--- config.mk ---
export PLATFORM = sky130hd
export DESIGN_NAME = websocket_frame_encoder
export DESIGN_NICKNAME = d
export VERILOG_FILES = /design/src/hdl/wsfe_pkg.sv /design/src/hdl/websocket_frame_encoder.sv /design/src/hdl/wsfe_front.sv /design/src/hdl/wsfe_queue.sv /design/src/hdl/wsfe_back.sv
export VERILOG_INCLUDE_DIRS = /design/src /design/src/hdl
export SDC_FILE = /design/constraint.sdc
export NUM_CORES = 1
export LEC_CHECK = 0
export ABC_AREA = 1
export BUFFER_PORTS_ARGS = -buffer_cell sky130_fd_sc_hd__clkbuf_2
export CORE_MARGIN = 4
export CORE_UTILIZATION = 45
export DETAILED_ROUTE_END_ITERATION = 10
export GPL_TIMING_DRIVEN = 0
export SYNTH_ARGS = -nofsm -noshare
export SYNTH_HDL_FRONTEND = slang
export SYNTH_HIERARCHICAL = 1
export SYNTH_SLANG_ARGS = --single-unit
--- constraint.sdc ---
create_clock -name clk -period 5.64 [get_ports clk]
set_clock_uncertainty 0.15 [all_clocks]
set_input_delay 0 -clock clk [delete_from_list [all_inputs] [get_ports clk]]
set_output_delay 0 -clock clk [all_outputs]
set_load 0.05 [all_outputs]
--- src/hdl/websocket_frame_encoder_defines.svh ---
`ifndef WEBSOCKET_FRAME_ENCODER_DEFINES_SVH
`define WEBSOCKET_FRAME_ENCODER_DEFINES_SVH

// Same-cycle implication, checked on every rising clock edge out of reset.
`define WSFE_ASSERT_SAME(lbl, clk, rst_n, ante, cons, msg) \
  lbl: assert property (@(posedge clk) disable iff (!rst_n) (ante) |-> (cons)) \
    else $error(msg);

// Next-cycle implication, checked on every rising clock edge out of reset.
`define WSFE_ASSERT_NEXT(lbl, clk, rst_n, ante, cons, msg) \
  lbl: assert property (@(posedge clk) disable iff (!rst_n) (ante) |=> (cons)) \
    else $error(msg);

`endif

--- src/hdl/wsfe_pkg.sv ---
package wsfe_pkg;

  localparam logic FUNC_START = 1'b0;
  localparam logic FUNC_DATA  = 1'b1;

  localparam logic [7:0] HDR_BIT     = 8'h80;
  localparam logic [6:0] LEN_ESC_16  = 7'd126;
  localparam logic [6:0] LEN_ESC_64  = 7'd127;
  localparam logic [62:0] LEN_SHORT_LIMIT = 63'd126;
  localparam logic [62:0] LEN_16_LIMIT    = 63'h10000;

  typedef enum logic [1:0] {
    EXT_NONE = 2'd0,
    EXT_16   = 2'd1,
    EXT_64   = 2'd2
  } ext_t;

  typedef struct packed {
    logic        func;
    logic [3:0]  opcode;
    logic [62:0] payload_length;
    logic [31:0] key_word;
    logic [7:0]  data_byte;
  } wsfe_in_t;

  typedef struct packed {
    logic [7:0] out_byte;
    logic       last_of_run;
    logic       frame_done;
    logic       error;
  } wsfe_out_t;

  typedef struct packed {
    logic        is_hdr;
    logic        err;
    logic        done;
    logic [7:0]  data;
    logic [3:0]  opcode;
    logic [62:0] len;
    logic [31:0] key;
    ext_t        ext;
  } wsfe_cmd_t;

  typedef struct packed {
    logic frame_open;
    logic left_zero;
  } wsfe_front_st_t;

endpackage

--- src/hdl/websocket_frame_encoder.sv ---
// Masked client WebSocket frame encoder, one byte per result item.
// The input channel (in_valid, in_stall, in_data) takes start items, which
// carry opcode, payload length and mask key, and payload items, which carry
// one data byte. The output channel (out_valid, out_stall, out_data) gives
// the frame as a byte stream with last_of_run, frame_done and error flags.
// A start item yields 6, 8 or 14 header bytes depending on the length code;
// a payload item yields one masked byte.
// The front stage takes one item per cycle while the queue is not full and
// tracks the open frame; a queue of QUEUE_DEPTH items feeds the back stage,
// which emits one byte per cycle into an output register while unstalled.
// An accepted item is written into the queue, then its first byte into the
// output register. Payload items stream at one per cycle when unstalled; the
// header serializer sets the rate to one header byte per cycle per start.
// in_stall rises only while the queue is full.
// A stalled output holds its byte; the queue keeps accepting until full.
// Reset clears the frame state, empties the queue and drops out_valid.
`include "websocket_frame_encoder_defines.svh"

module websocket_frame_encoder
  import wsfe_pkg::*;
#(
  parameter int QUEUE_DEPTH = 4
) (
  input  logic      clk,
  input  logic      rst_n,
  input  logic      in_valid,
  output logic      in_stall,
  input  wsfe_in_t  in_data,
  output logic      out_valid,
  input  logic      out_stall,
  output wsfe_out_t out_data
);

  logic           q_full;
  logic           q_push;
  logic           q_pop;
  logic           q_valid;
  wsfe_cmd_t      q_cmd;
  wsfe_cmd_t      q_head;
  wsfe_front_st_t front_st;

  wsfe_front u_front (
    .clk      (clk),
    .rst_n    (rst_n),
    .in_valid (in_valid),
    .in_stall (in_stall),
    .in_data  (in_data),
    .q_full   (q_full),
    .q_push   (q_push),
    .q_cmd    (q_cmd),
    .status   (front_st)
  );

  wsfe_queue #(
    .DEPTH (QUEUE_DEPTH)
  ) u_queue (
    .clk        (clk),
    .rst_n      (rst_n),
    .push       (q_push),
    .push_cmd   (q_cmd),
    .full       (q_full),
    .pop        (q_pop),
    .head_valid (q_valid),
    .head       (q_head)
  );

  wsfe_back u_back (
    .clk        (clk),
    .rst_n      (rst_n),
    .head_valid (q_valid),
    .head       (q_head),
    .pop        (q_pop),
    .out_valid  (out_valid),
    .out_stall  (out_stall),
    .out_data   (out_data)
  );

  `WSFE_ASSERT_SAME(a_open_has_bytes, clk, rst_n, front_st.frame_open, !front_st.left_zero, "open frame with no bytes left")
  `WSFE_ASSERT_SAME(a_done_is_last, clk, rst_n, out_valid && out_data.frame_done, out_data.last_of_run, "frame end inside a run")
  `WSFE_ASSERT_NEXT(a_run_continues, clk, rst_n, out_valid && !out_data.last_of_run, out_valid, "header run broken off")

endmodule

--- src/hdl/wsfe_front.sv ---
module wsfe_front
  import wsfe_pkg::*;
(
  input  logic           clk,
  input  logic           rst_n,
  input  logic           in_valid,
  output logic           in_stall,
  input  wsfe_in_t       in_data,
  input  logic           q_full,
  output logic           q_push,
  output wsfe_cmd_t      q_cmd,
  output wsfe_front_st_t status
);

  logic [31:0] key_store_r, key_store_nxt;
  logic [1:0]  key_phase_r, key_phase_nxt;
  logic [62:0] bytes_left_r, bytes_left_nxt;
  logic        frame_open_r, frame_open_nxt;
  logic        accept;
  logic [1:0]  kb_sel;
  logic [7:0]  key_byte;

  assign in_stall = q_full;
  assign accept   = in_valid && !q_full;
  assign q_push   = accept;
  assign kb_sel   = 2'd3 - key_phase_r;
  assign key_byte = key_store_r[{kb_sel, 3'b000} +: 8];

  assign status.frame_open = frame_open_r;
  assign status.left_zero  = (bytes_left_r == '0);

  always_comb begin
    q_cmd          = '0;
    q_cmd.ext      = EXT_NONE;
    key_store_nxt  = key_store_r;
    key_phase_nxt  = key_phase_r;
    bytes_left_nxt = bytes_left_r;
    frame_open_nxt = frame_open_r;
    case (in_data.func)
      FUNC_START: begin
        q_cmd.is_hdr = 1'b1;
        q_cmd.err    = frame_open_r;
        q_cmd.done   = (in_data.payload_length == '0);
        q_cmd.opcode = in_data.opcode;
        q_cmd.len    = in_data.payload_length;
        q_cmd.key    = in_data.key_word;
        if (in_data.payload_length < LEN_SHORT_LIMIT) begin
          q_cmd.ext = EXT_NONE;
        end else if (in_data.payload_length < LEN_16_LIMIT) begin
          q_cmd.ext = EXT_16;
        end else begin
          q_cmd.ext = EXT_64;
        end
        key_store_nxt  = in_data.key_word;
        key_phase_nxt  = 2'd0;
        bytes_left_nxt = in_data.payload_length;
        frame_open_nxt = (in_data.payload_length != '0);
      end
      FUNC_DATA: begin
        if (!frame_open_r) begin
          q_cmd.err = 1'b1;
        end else begin
          q_cmd.data     = in_data.data_byte ^ key_byte;
          q_cmd.done     = (bytes_left_r == 63'd1);
          key_phase_nxt  = key_phase_r + 2'd1;
          bytes_left_nxt = bytes_left_r - 63'd1;
          frame_open_nxt = (bytes_left_r != 63'd1);
        end
      end
      default: begin
        q_cmd.err = 1'b1;
      end
    endcase
  end

  always_ff @(posedge clk) begin
    if (!rst_n) begin
      key_store_r  <= '0;
      key_phase_r  <= '0;
      bytes_left_r <= '0;
      frame_open_r <= 1'b0;
    end else if (accept) begin
      key_store_r  <= key_store_nxt;
      key_phase_r  <= key_phase_nxt;
      bytes_left_r <= bytes_left_nxt;
      frame_open_r <= frame_open_nxt;
    end
  end

endmodule

--- src/hdl/wsfe_queue.sv ---
module wsfe_queue
  import wsfe_pkg::*;
#(
  parameter int DEPTH = 4
) (
  input  logic      clk,
  input  logic      rst_n,
  input  logic      push,
  input  wsfe_cmd_t push_cmd,
  output logic      full,
  input  logic      pop,
  output logic      head_valid,
  output wsfe_cmd_t head
);

  localparam int CNT_W = $clog2(DEPTH + 1);
  localparam int PTR_W = $clog2(DEPTH);

  wsfe_cmd_t        mem_r [DEPTH];
  logic [PTR_W-1:0] wr_ptr_r, wr_ptr_nxt;
  logic [PTR_W-1:0] rd_ptr_r, rd_ptr_nxt;
  logic [CNT_W-1:0] count_r, count_nxt;

  assign full       = (count_r == CNT_W'(DEPTH));
  assign head_valid = (count_r != '0);
  assign head       = mem_r[rd_ptr_r];

  always_comb begin
    wr_ptr_nxt = wr_ptr_r;
    rd_ptr_nxt = rd_ptr_r;
    count_nxt  = count_r;
    if (push) begin
      wr_ptr_nxt = (wr_ptr_r == PTR_W'(DEPTH - 1)) ? '0 : wr_ptr_r + 1'b1;
    end
    if (pop) begin
      rd_ptr_nxt = (rd_ptr_r == PTR_W'(DEPTH - 1)) ? '0 : rd_ptr_r + 1'b1;
    end
    if (push && !pop) begin
      count_nxt = count_r + 1'b1;
    end else if (pop && !push) begin
      count_nxt = count_r - 1'b1;
    end
  end

  always_ff @(posedge clk) begin
    if (push) begin
      mem_r[wr_ptr_r] <= push_cmd;
    end
  end

  always_ff @(posedge clk) begin
    if (!rst_n) begin
      wr_ptr_r <= '0;
      rd_ptr_r <= '0;
      count_r  <= '0;
    end else begin
      wr_ptr_r <= wr_ptr_nxt;
      rd_ptr_r <= rd_ptr_nxt;
      count_r  <= count_nxt;
    end
  end

endmodule

--- src/hdl/wsfe_back.sv ---
module wsfe_back
  import wsfe_pkg::*;
(
  input  logic      clk,
  input  logic      rst_n,
  input  logic      head_valid,
  input  wsfe_cmd_t head,
  output logic      pop,
  output logic      out_valid,
  input  logic      out_stall,
  output wsfe_out_t out_data
);

  logic [3:0]  idx_r, idx_nxt;
  logic        out_valid_r, out_valid_nxt;
  wsfe_out_t   out_data_r;
  wsfe_out_t   res;
  logic        load;
  logic        last;
  logic [3:0]  ext_len;
  logic [3:0]  last_idx;
  logic [3:0]  pos;
  logic [3:0]  len_pos;
  logic [3:0]  key_pos;
  logic [1:0]  key_sel;
  logic [63:0] len64;
  logic [6:0]  len_code;

  assign len64    = {1'b0, head.len};
  assign load     = head_valid && (!out_valid_r || !out_stall);
  assign pos      = idx_r - 4'd2;
  assign len_pos  = ext_len - 4'd1 - pos;
  assign key_pos  = pos - ext_len;
  assign key_sel  = 2'd3 - key_pos[1:0];
  assign last_idx = ext_len + 4'd5;

  always_comb begin
    case (head.ext)
      EXT_NONE: begin
        ext_len  = 4'd0;
        len_code = head.len[6:0];
      end
      EXT_16: begin
        ext_len  = 4'd2;
        len_code = LEN_ESC_16;
      end
      EXT_64: begin
        ext_len  = 4'd8;
        len_code = LEN_ESC_64;
      end
      default: begin
        ext_len  = 4'd0;
        len_code = head.len[6:0];
      end
    endcase
  end

  always_comb begin
    res  = '0;
    last = 1'b1;
    if (head.is_hdr) begin
      last = (idx_r == last_idx);
      if (idx_r == 4'd0) begin
        res.out_byte = HDR_BIT | {4'h0, head.opcode};
      end else if (idx_r == 4'd1) begin
        res.out_byte = HDR_BIT | {1'b0, len_code};
      end else if (pos < ext_len) begin
        res.out_byte = len64[{len_pos[2:0], 3'b000} +: 8];
      end else begin
        res.out_byte = head.key[{key_sel, 3'b000} +: 8];
      end
      res.last_of_run = last;
      res.frame_done  = last && head.done;
      res.error       = head.err;
    end else begin
      res.out_byte    = head.data;
      res.last_of_run = 1'b1;
      res.frame_done  = head.done;
      res.error       = head.err;
    end
  end

  assign pop = load && last;

  always_comb begin
    idx_nxt       = idx_r;
    out_valid_nxt = out_valid_r;
    if (load) begin
      idx_nxt       = last ? 4'd0 : idx_r + 4'd1;
      out_valid_nxt = 1'b1;
    end else if (!out_stall) begin
      out_valid_nxt = 1'b0;
    end
  end

  always_ff @(posedge clk) begin
    if (!rst_n) begin
      idx_r       <= '0;
      out_valid_r <= 1'b0;
    end else begin
      idx_r       <= idx_nxt;
      out_valid_r <= out_valid_nxt;
    end
  end

  always_ff @(posedge clk) begin
    if (load) begin
      out_data_r <= res;
    end
  end

  assign out_valid = out_valid_r;
  assign out_data  = out_data_r;

endmodule

==> metrics.txt, run 1 <==
Switch Pwr=5950 µW; antenna cells=0; arrival time at the worst endpoint=between 4 and 5 ns; H-tree Lvls=2; via count=between 20,000 and 25,000; CTS tree=done; Root Buffer Master=clkbuf_16; Port Buffers=roughly 120; Logic pwr share=38.5%; pwr dens=~480 mW/mm²; clock power share=between 20% and 30%; post-DP HPWL=just over 60,000 µm; crit share post-route=about three quarters; Layout Cell Area excl Fill=slightly above 0.03 mm²; core area=slightly below 0.06 mm²; crit path max fanout=10; Post-CTS Setup Inserts=0; min cycle time layout=4.28 ns; Hold Crit Start=in_data[35]; vias per inst=5.60; max frequency=~0.23 GHz; height of the chip=between 200 and 300 µm; Mapped Cells=between 2,000 and 3,000; DP Cell Count=between 3,000 and 4,000; RSZ-0062 raised after global routing=no; routability-driven placement congestion ratio=about 0.96; Max Cap Violations=0; Starting DRT DRC Count=about 2,300; Critical-path top delay cell=clkbuf_1; register share of total power=a little over a third; post-synthesis area per instance=~9.5 µm²; final total power=between 15,000 and 20,000 µW; Avg WL per Cell=approximately 23 µm; CP Cell Sequence=clkbuf_1 -> o21ai_0 -> o22ai_1 -> inv_1 -> ha_1 -> ha_1 -> inv_1 -> nand4_1 -> nand2_1 -> nand2_1 -> inv_1 -> inv_1 -> ha_1 -> inv_1 -> fa_1 -> o21ai_0 -> nor2_1; Hold WC Path Type=input pin to flip-flop; final hold violations=0; initial antenna violation count=2; die width=~250 µm; Worst setup EP type=flip-flop; Initial Utilization=between 40% and 50%; vias in the first global route=21,100; P&R area growth vs syn=18.0%; cell area after synthesis=~0.026 mm²; Layout Cells excl Fill=about 3,900; worst skew pair latency=between 0.6 and 0.7 ns; slew margin rel.=between 8 and 9%; switching part of the total power=between 30% and 40%; top-level I/O count=~130; grt total ovfl=0; CTS buffer count=just under 60; status=finished, final reports clean; P_int=around 9000 µW; clk sinks=571; leakage power=0.0120 µW; clk buf depth=3; most common cell after layout, fill and taps aside=nor2_1; Critical Path RT=between 5 and 6 ns; Final Setup Violations=0; type of the worst setup path=flip-flop to flip-flop; Max Slew Vio Count=0; Routed Antenna Nets=0; Row Count=88; total die area=0.0625 mm²; WHS=0.0539 ns; Placed Area=between 0.02 and 0.03 mm²; synth warn=6; commonest non-fill, non-tap cells in the layout=nor2_1, edfxtp_1, nand2_1, o21ai_0, inv_1; share of layout cells above drive strength 1=10.6%; slew at the pin closest to its max-slew limit=1.38 ns; final core utilization=53.8%; VDD IR max=0.000269 V; Clock Pin Slew Worst Setup and Hold Paths=~0.060 ns; Largest stage delay, worst path=about 0.55 ns; most used cell, CP=inv_1; Worst path top cell family by delay=buffers and inverters; CP startpoint kind=flip-flop; overall routing resource usage=a little over a quarter; Total Routed Length=approximately 88,000 µm; global-route wire length before repair=about 130,000 µm; Synth Net Count=2,918; largest net degree at the start of global routing=65; DRC viols=0; Pre-antenna DRT Iters=7; nets=about 3,200; CP bufs+invs=6
-- layout make-up --
| class | instances | area, µm² |
|---|---|---|
| repair buffers | 240 | 1850 |
| clock inverters | 30 | 373 |
| inverters | 208 | 808 |
| well taps | 765 | 957 |
| plain buffers | 143 | 851 |
| flip-flops and latches | 571 | 16000 |
| fillers | 5172 | 26700 |
| multi-input cells | 1865 | 8710 |
| clock buffers | 75 | 1560 |
-- worst paths after layout --
check                                               to  slack [ns]  depth (start not counted)
hold reg to reg   u_front/key_store_r[11]$_SDFFE_PN0P_        0.31                          2
setup reg to reg       u_queue/count_r[1]$_SDFFE_PN0P_        1.36                         17
hold / removal    u_front/key_store_r[27]$_SDFFE_PN0P_        0.05                          4
setup / recovery       u_queue/count_r[1]$_SDFFE_PN0P_        1.36                         17
-- per-stage QoR --
| step | TNS, ns | worst slack, ns |
|---|---|---|
| 2_1_floorplan | 0 | 2.01 |
| 3_3_place_gp | -5.25 | -0.0543 |
| 3_5_place_dp | 0 | 1.36 |
| 4_1_cts | 0 | 1.34 |
| 5_1_grt | 0 | 1.06 |
| 6_report | 0 | 1.36 |
-- power groups by stage --
stage          combinational [µW]  clock [µW]  sequential (µW)
6_report                     5810        3920             5360
5_1_grt                      6280        4140             5400
4_1_cts                      5750        3980             5360
3_5_place_dp                 5660           0             5440
3_3_place_gp                 5570           0             5500
2_1_floorplan                3540           0             5560
-- worst min-delay path: stages --
cell	delay [ns]
dlygate4sd3_1	0.54
clkbuf_2	0.12
nand2_1	0.06
a21oi_1	0.06
-- sequential cells by signal (all words and copies together) (netlist names), named ones only --
signal	cells
u_queue/mem_r	448
u_front/bytes_left_r	63
u_front/key_store_r	32
u_back/out_data	11
u_back/idx_r	4
u_queue/count_r	3
u_front/key_phase_r	2
u_queue/rd_ptr_r	2
u_queue/wr_ptr_r	2
u_back/out_valid	1
u_front/frame_open_r	1
-- metal layers --
metal	wire length [µm]	global-route usage [%]
met5	12	0
met4	3000	8.89
met3	6520	4.25
met2	41800	44.9
met1	36800	37.0
-- repair_timing --
item / in CTS / in global routing
hold buffers: 111 / 0
endpoints found under the setup margin: 0 / 0
resized for setup: 0 / 0
hold endpoints to repair: 539 / 0
No activity file was read; power rests on OpenSTA's default activity.
==> run 2, diff against run 1 <==
- clock period: 5.64 -> 4.06 ns (I/O delays scaled with it)
==> run 2 against run 1 <==
  * Via count decreased by 0.17%
  * Wire length about the same
  * Register-to-register slack got worse by 1.1 ns
  * Critical path depth grew 2
  * Sequential share of layout area is essentially flat
  * First-iteration DRC count is the same
  * Largest cell class unchanged
  * Cell area is essentially flat
  * Highest routed layer unchanged
  * Critical path type unchanged
  * Clock-buffer cell count stayed put
  * Setup slack got worse by 1.1 ns
  * Sequential power is 39% higher
  * Cell count did not move
  * Combinational power grew 39%
==> metrics.txt, run 2 (synthesized netlist as in run 1, its figures left out) <==
total die area=0.0625 mm² (unchanged); global-route wire length before repair=129,000 µm (about the same); pre-CTS setup slack=-0.225 ns (-1.58 ns); Max Cap Violations=0 (unchanged); core area=0.0578 mm² (unchanged); Pre-antenna DRT Iters=9 (+2); share of layout cells above drive strength 1=10.7% (+0.13 points); top-level I/O count=125 (unchanged); DRC viols=0 (unchanged); height of the chip=250 µm (unchanged); CP startpoint kind=flip-flop; Starting DRT DRC Count=2,332 (unchanged); CTS buffer count=59 (unchanged); Routed Antenna Nets=0 (unchanged); grt total ovfl=0 (unchanged); RSZ-0062 raised after global routing=no; slew margin rel.=9.26% (+1.0 points); fill cell count=5,183 (+0.21%); slew at the pin closest to its max-slew limit=1.36 ns (-0.0151 ns); Initial Utilization=45.6% (unchanged); P&R area growth vs syn=18.0% (about the same); largest register by flop count=u_queue/mem_r; vias in the first global route=21,100 (-0.081%); max frequency=0.263 GHz (+13%); arrival time at the worst endpoint=4.15 ns (-0.48 ns); routability-driven placement congestion ratio=0.959 (unchanged); vias per inst=5.59 (-0.17%); crit path max fanout=10 (unchanged); clk sinks=571 (unchanged); min cycle time layout=3.80 ns (-0.481 ns); Critical Path RT=4.41 ns (-1.58 ns); Row Count=88 (unchanged); CTS tree=done; H-tree Lvls=2 (unchanged); initial antenna violation count=2 (unchanged); Clock Pin Slew Worst Setup and Hold Paths=0.06 ns (about the same); crit share post-route=93.6% (+18 points); final worst setup slack=0.260 ns (-1.10 ns); most common cell after layout, fill and taps aside=nor2_1; Root Buffer Master=clkbuf_16; clk buf depth=3 (unchanged); Hold WC Path Type=input pin to flip-flop; commonest non-fill, non-tap cells in the layout=nor2_1, edfxtp_1, nand2_1, o21ai_0, inv_1; Total Routed Length=88,100 µm (about the same); post-DP HPWL=61,700 µm (unchanged); setup TNS=0 ns (unchanged); via count=21,800 (-0.17%); overall routing resource usage=27.1% (about the same); Final Setup Violations=0 (unchanged); pwr dens=673 mW/mm² (+39%); Avg WL per Cell=22.6 µm (about the same); Max Slew Vio Count=0 (unchanged); Port Buffers=124 (unchanged); max reg flops=448 (unchanged); status=finished, final reports clean; nets=3,218 (-0.031%); largest net degree at the start of global routing=65 (unchanged); worst skew pair latency=0.62 ns (about the same); leakage power=0.0120 µW (about the same); Worst setup EP type=flip-flop; Top Registers=u_queue/mem_r: 448 flops, u_front/bytes_left_r: 63 flops, u_front/key_store_r: 32 flops; type of the worst setup path=flip-flop to flip-flop; die width=250 µm (unchanged); final hold violations=0 (unchanged); VDD IR max=0.000376 V (+40%)
run 2: cell type report:
class | count | area, µm² | share of cell area, %
flip-flops and latches | 571 | 16000 | 51.5
plain buffers | 141 | 838 | 2.69
clock buffers | 75 | 1560 | 5.00
repair buffers | 241 | 1850 | 5.96
well taps | 765 | 957 | 3.07
clock inverters | 30 | 373 | 1.20
multi-input cells | 1865 | 8710 | 28.0
diodes | 1 | 2.50 | 0.00804
inverters | 208 | 808 | 2.60
run 2: metal layers:
layer  GRT usage, %  wire (µm)
met5              0         12
met4           8.67       2990
met3           4.25       6290
met2           44.9      41800
met1           37.0      37000
run 2: metrics by stage:
| stage | utilization, % | power [µW] | hold WS [ns] | instances | instance area, µm² |
|---|---|---|---|---|---|
| 2_1_floorplan | - | 12600 | -0.0287 | 2787 | 26400 |
| 3_3_place_gp | 48.4 | 15400 | 0.111 | 3676 | 28000 |
| 3_5_place_dp | 48.6 | 15400 | 0.114 | 3681 | 28100 |
| 4_1_cts | 53.9 | 21000 | 0.0138 | 3897 | 31100 |
| 5_1_grt | 53.8 | 22000 | 0.0494 | 3896 | 31100 |
| 6_report | 53.9 | 21000 | 0.0545 | 3897 | 31100 |
run 2: power by group:
part,switching (µW),internal (µW),total (µW)
Clock,2240,3210,5450
Sequential,312,7130,7450
Combinational,5710,2360,8060
run 2: worst paths after layout:
path | from | end | slack (ns) | depth (start not counted)
setup / recovery | flip-flop | u_queue/count_r[1]$_SDFFE_PN0P_ | 0.26 | 19
hold / removal | in_data[35] | u_front/key_store_r[27]$_SDFFE_PN0P_ | 0.05 | 4
setup reg to reg | flip-flop | u_queue/count_r[1]$_SDFFE_PN0P_ | 0.26 | 19
hold reg to reg | u_front/key_store_r[20]$_SDFFE_PN0P_ | u_front/key_store_r[20]$_SDFFE_PN0P_ | 0.31 | 2
run 2: what timing repair did:
item | CTS | global route
pin swaps | 0 | 2
gates resized for setup | 3 | 1
endpoints found under the setup margin | 2 | 2
endpoints found under the hold margin | 539 | 0
setup buffers | 0 | 1
hold buffers | 111 | 0
run 2: worst max-delay path: stages, from the launching register on:
cell	delay, ns
dfxtp_1	0.33
buf_6	0.20
buf_12	0.18
buf_6	0.19
o21ai_0	0.13
o22ai_2	0.25
inv_1	0.08
ha_1	0.21
ha_1	0.29
inv_1	0.11
nand4_1	0.12
nand2_1	0.10
nand2_1	0.10
inv_2	0.18
inv_1	0.10
ha_1	0.21
inv_1	0.09
fa_1	0.42
o21ai_0	0.18
nor2_1	0.06
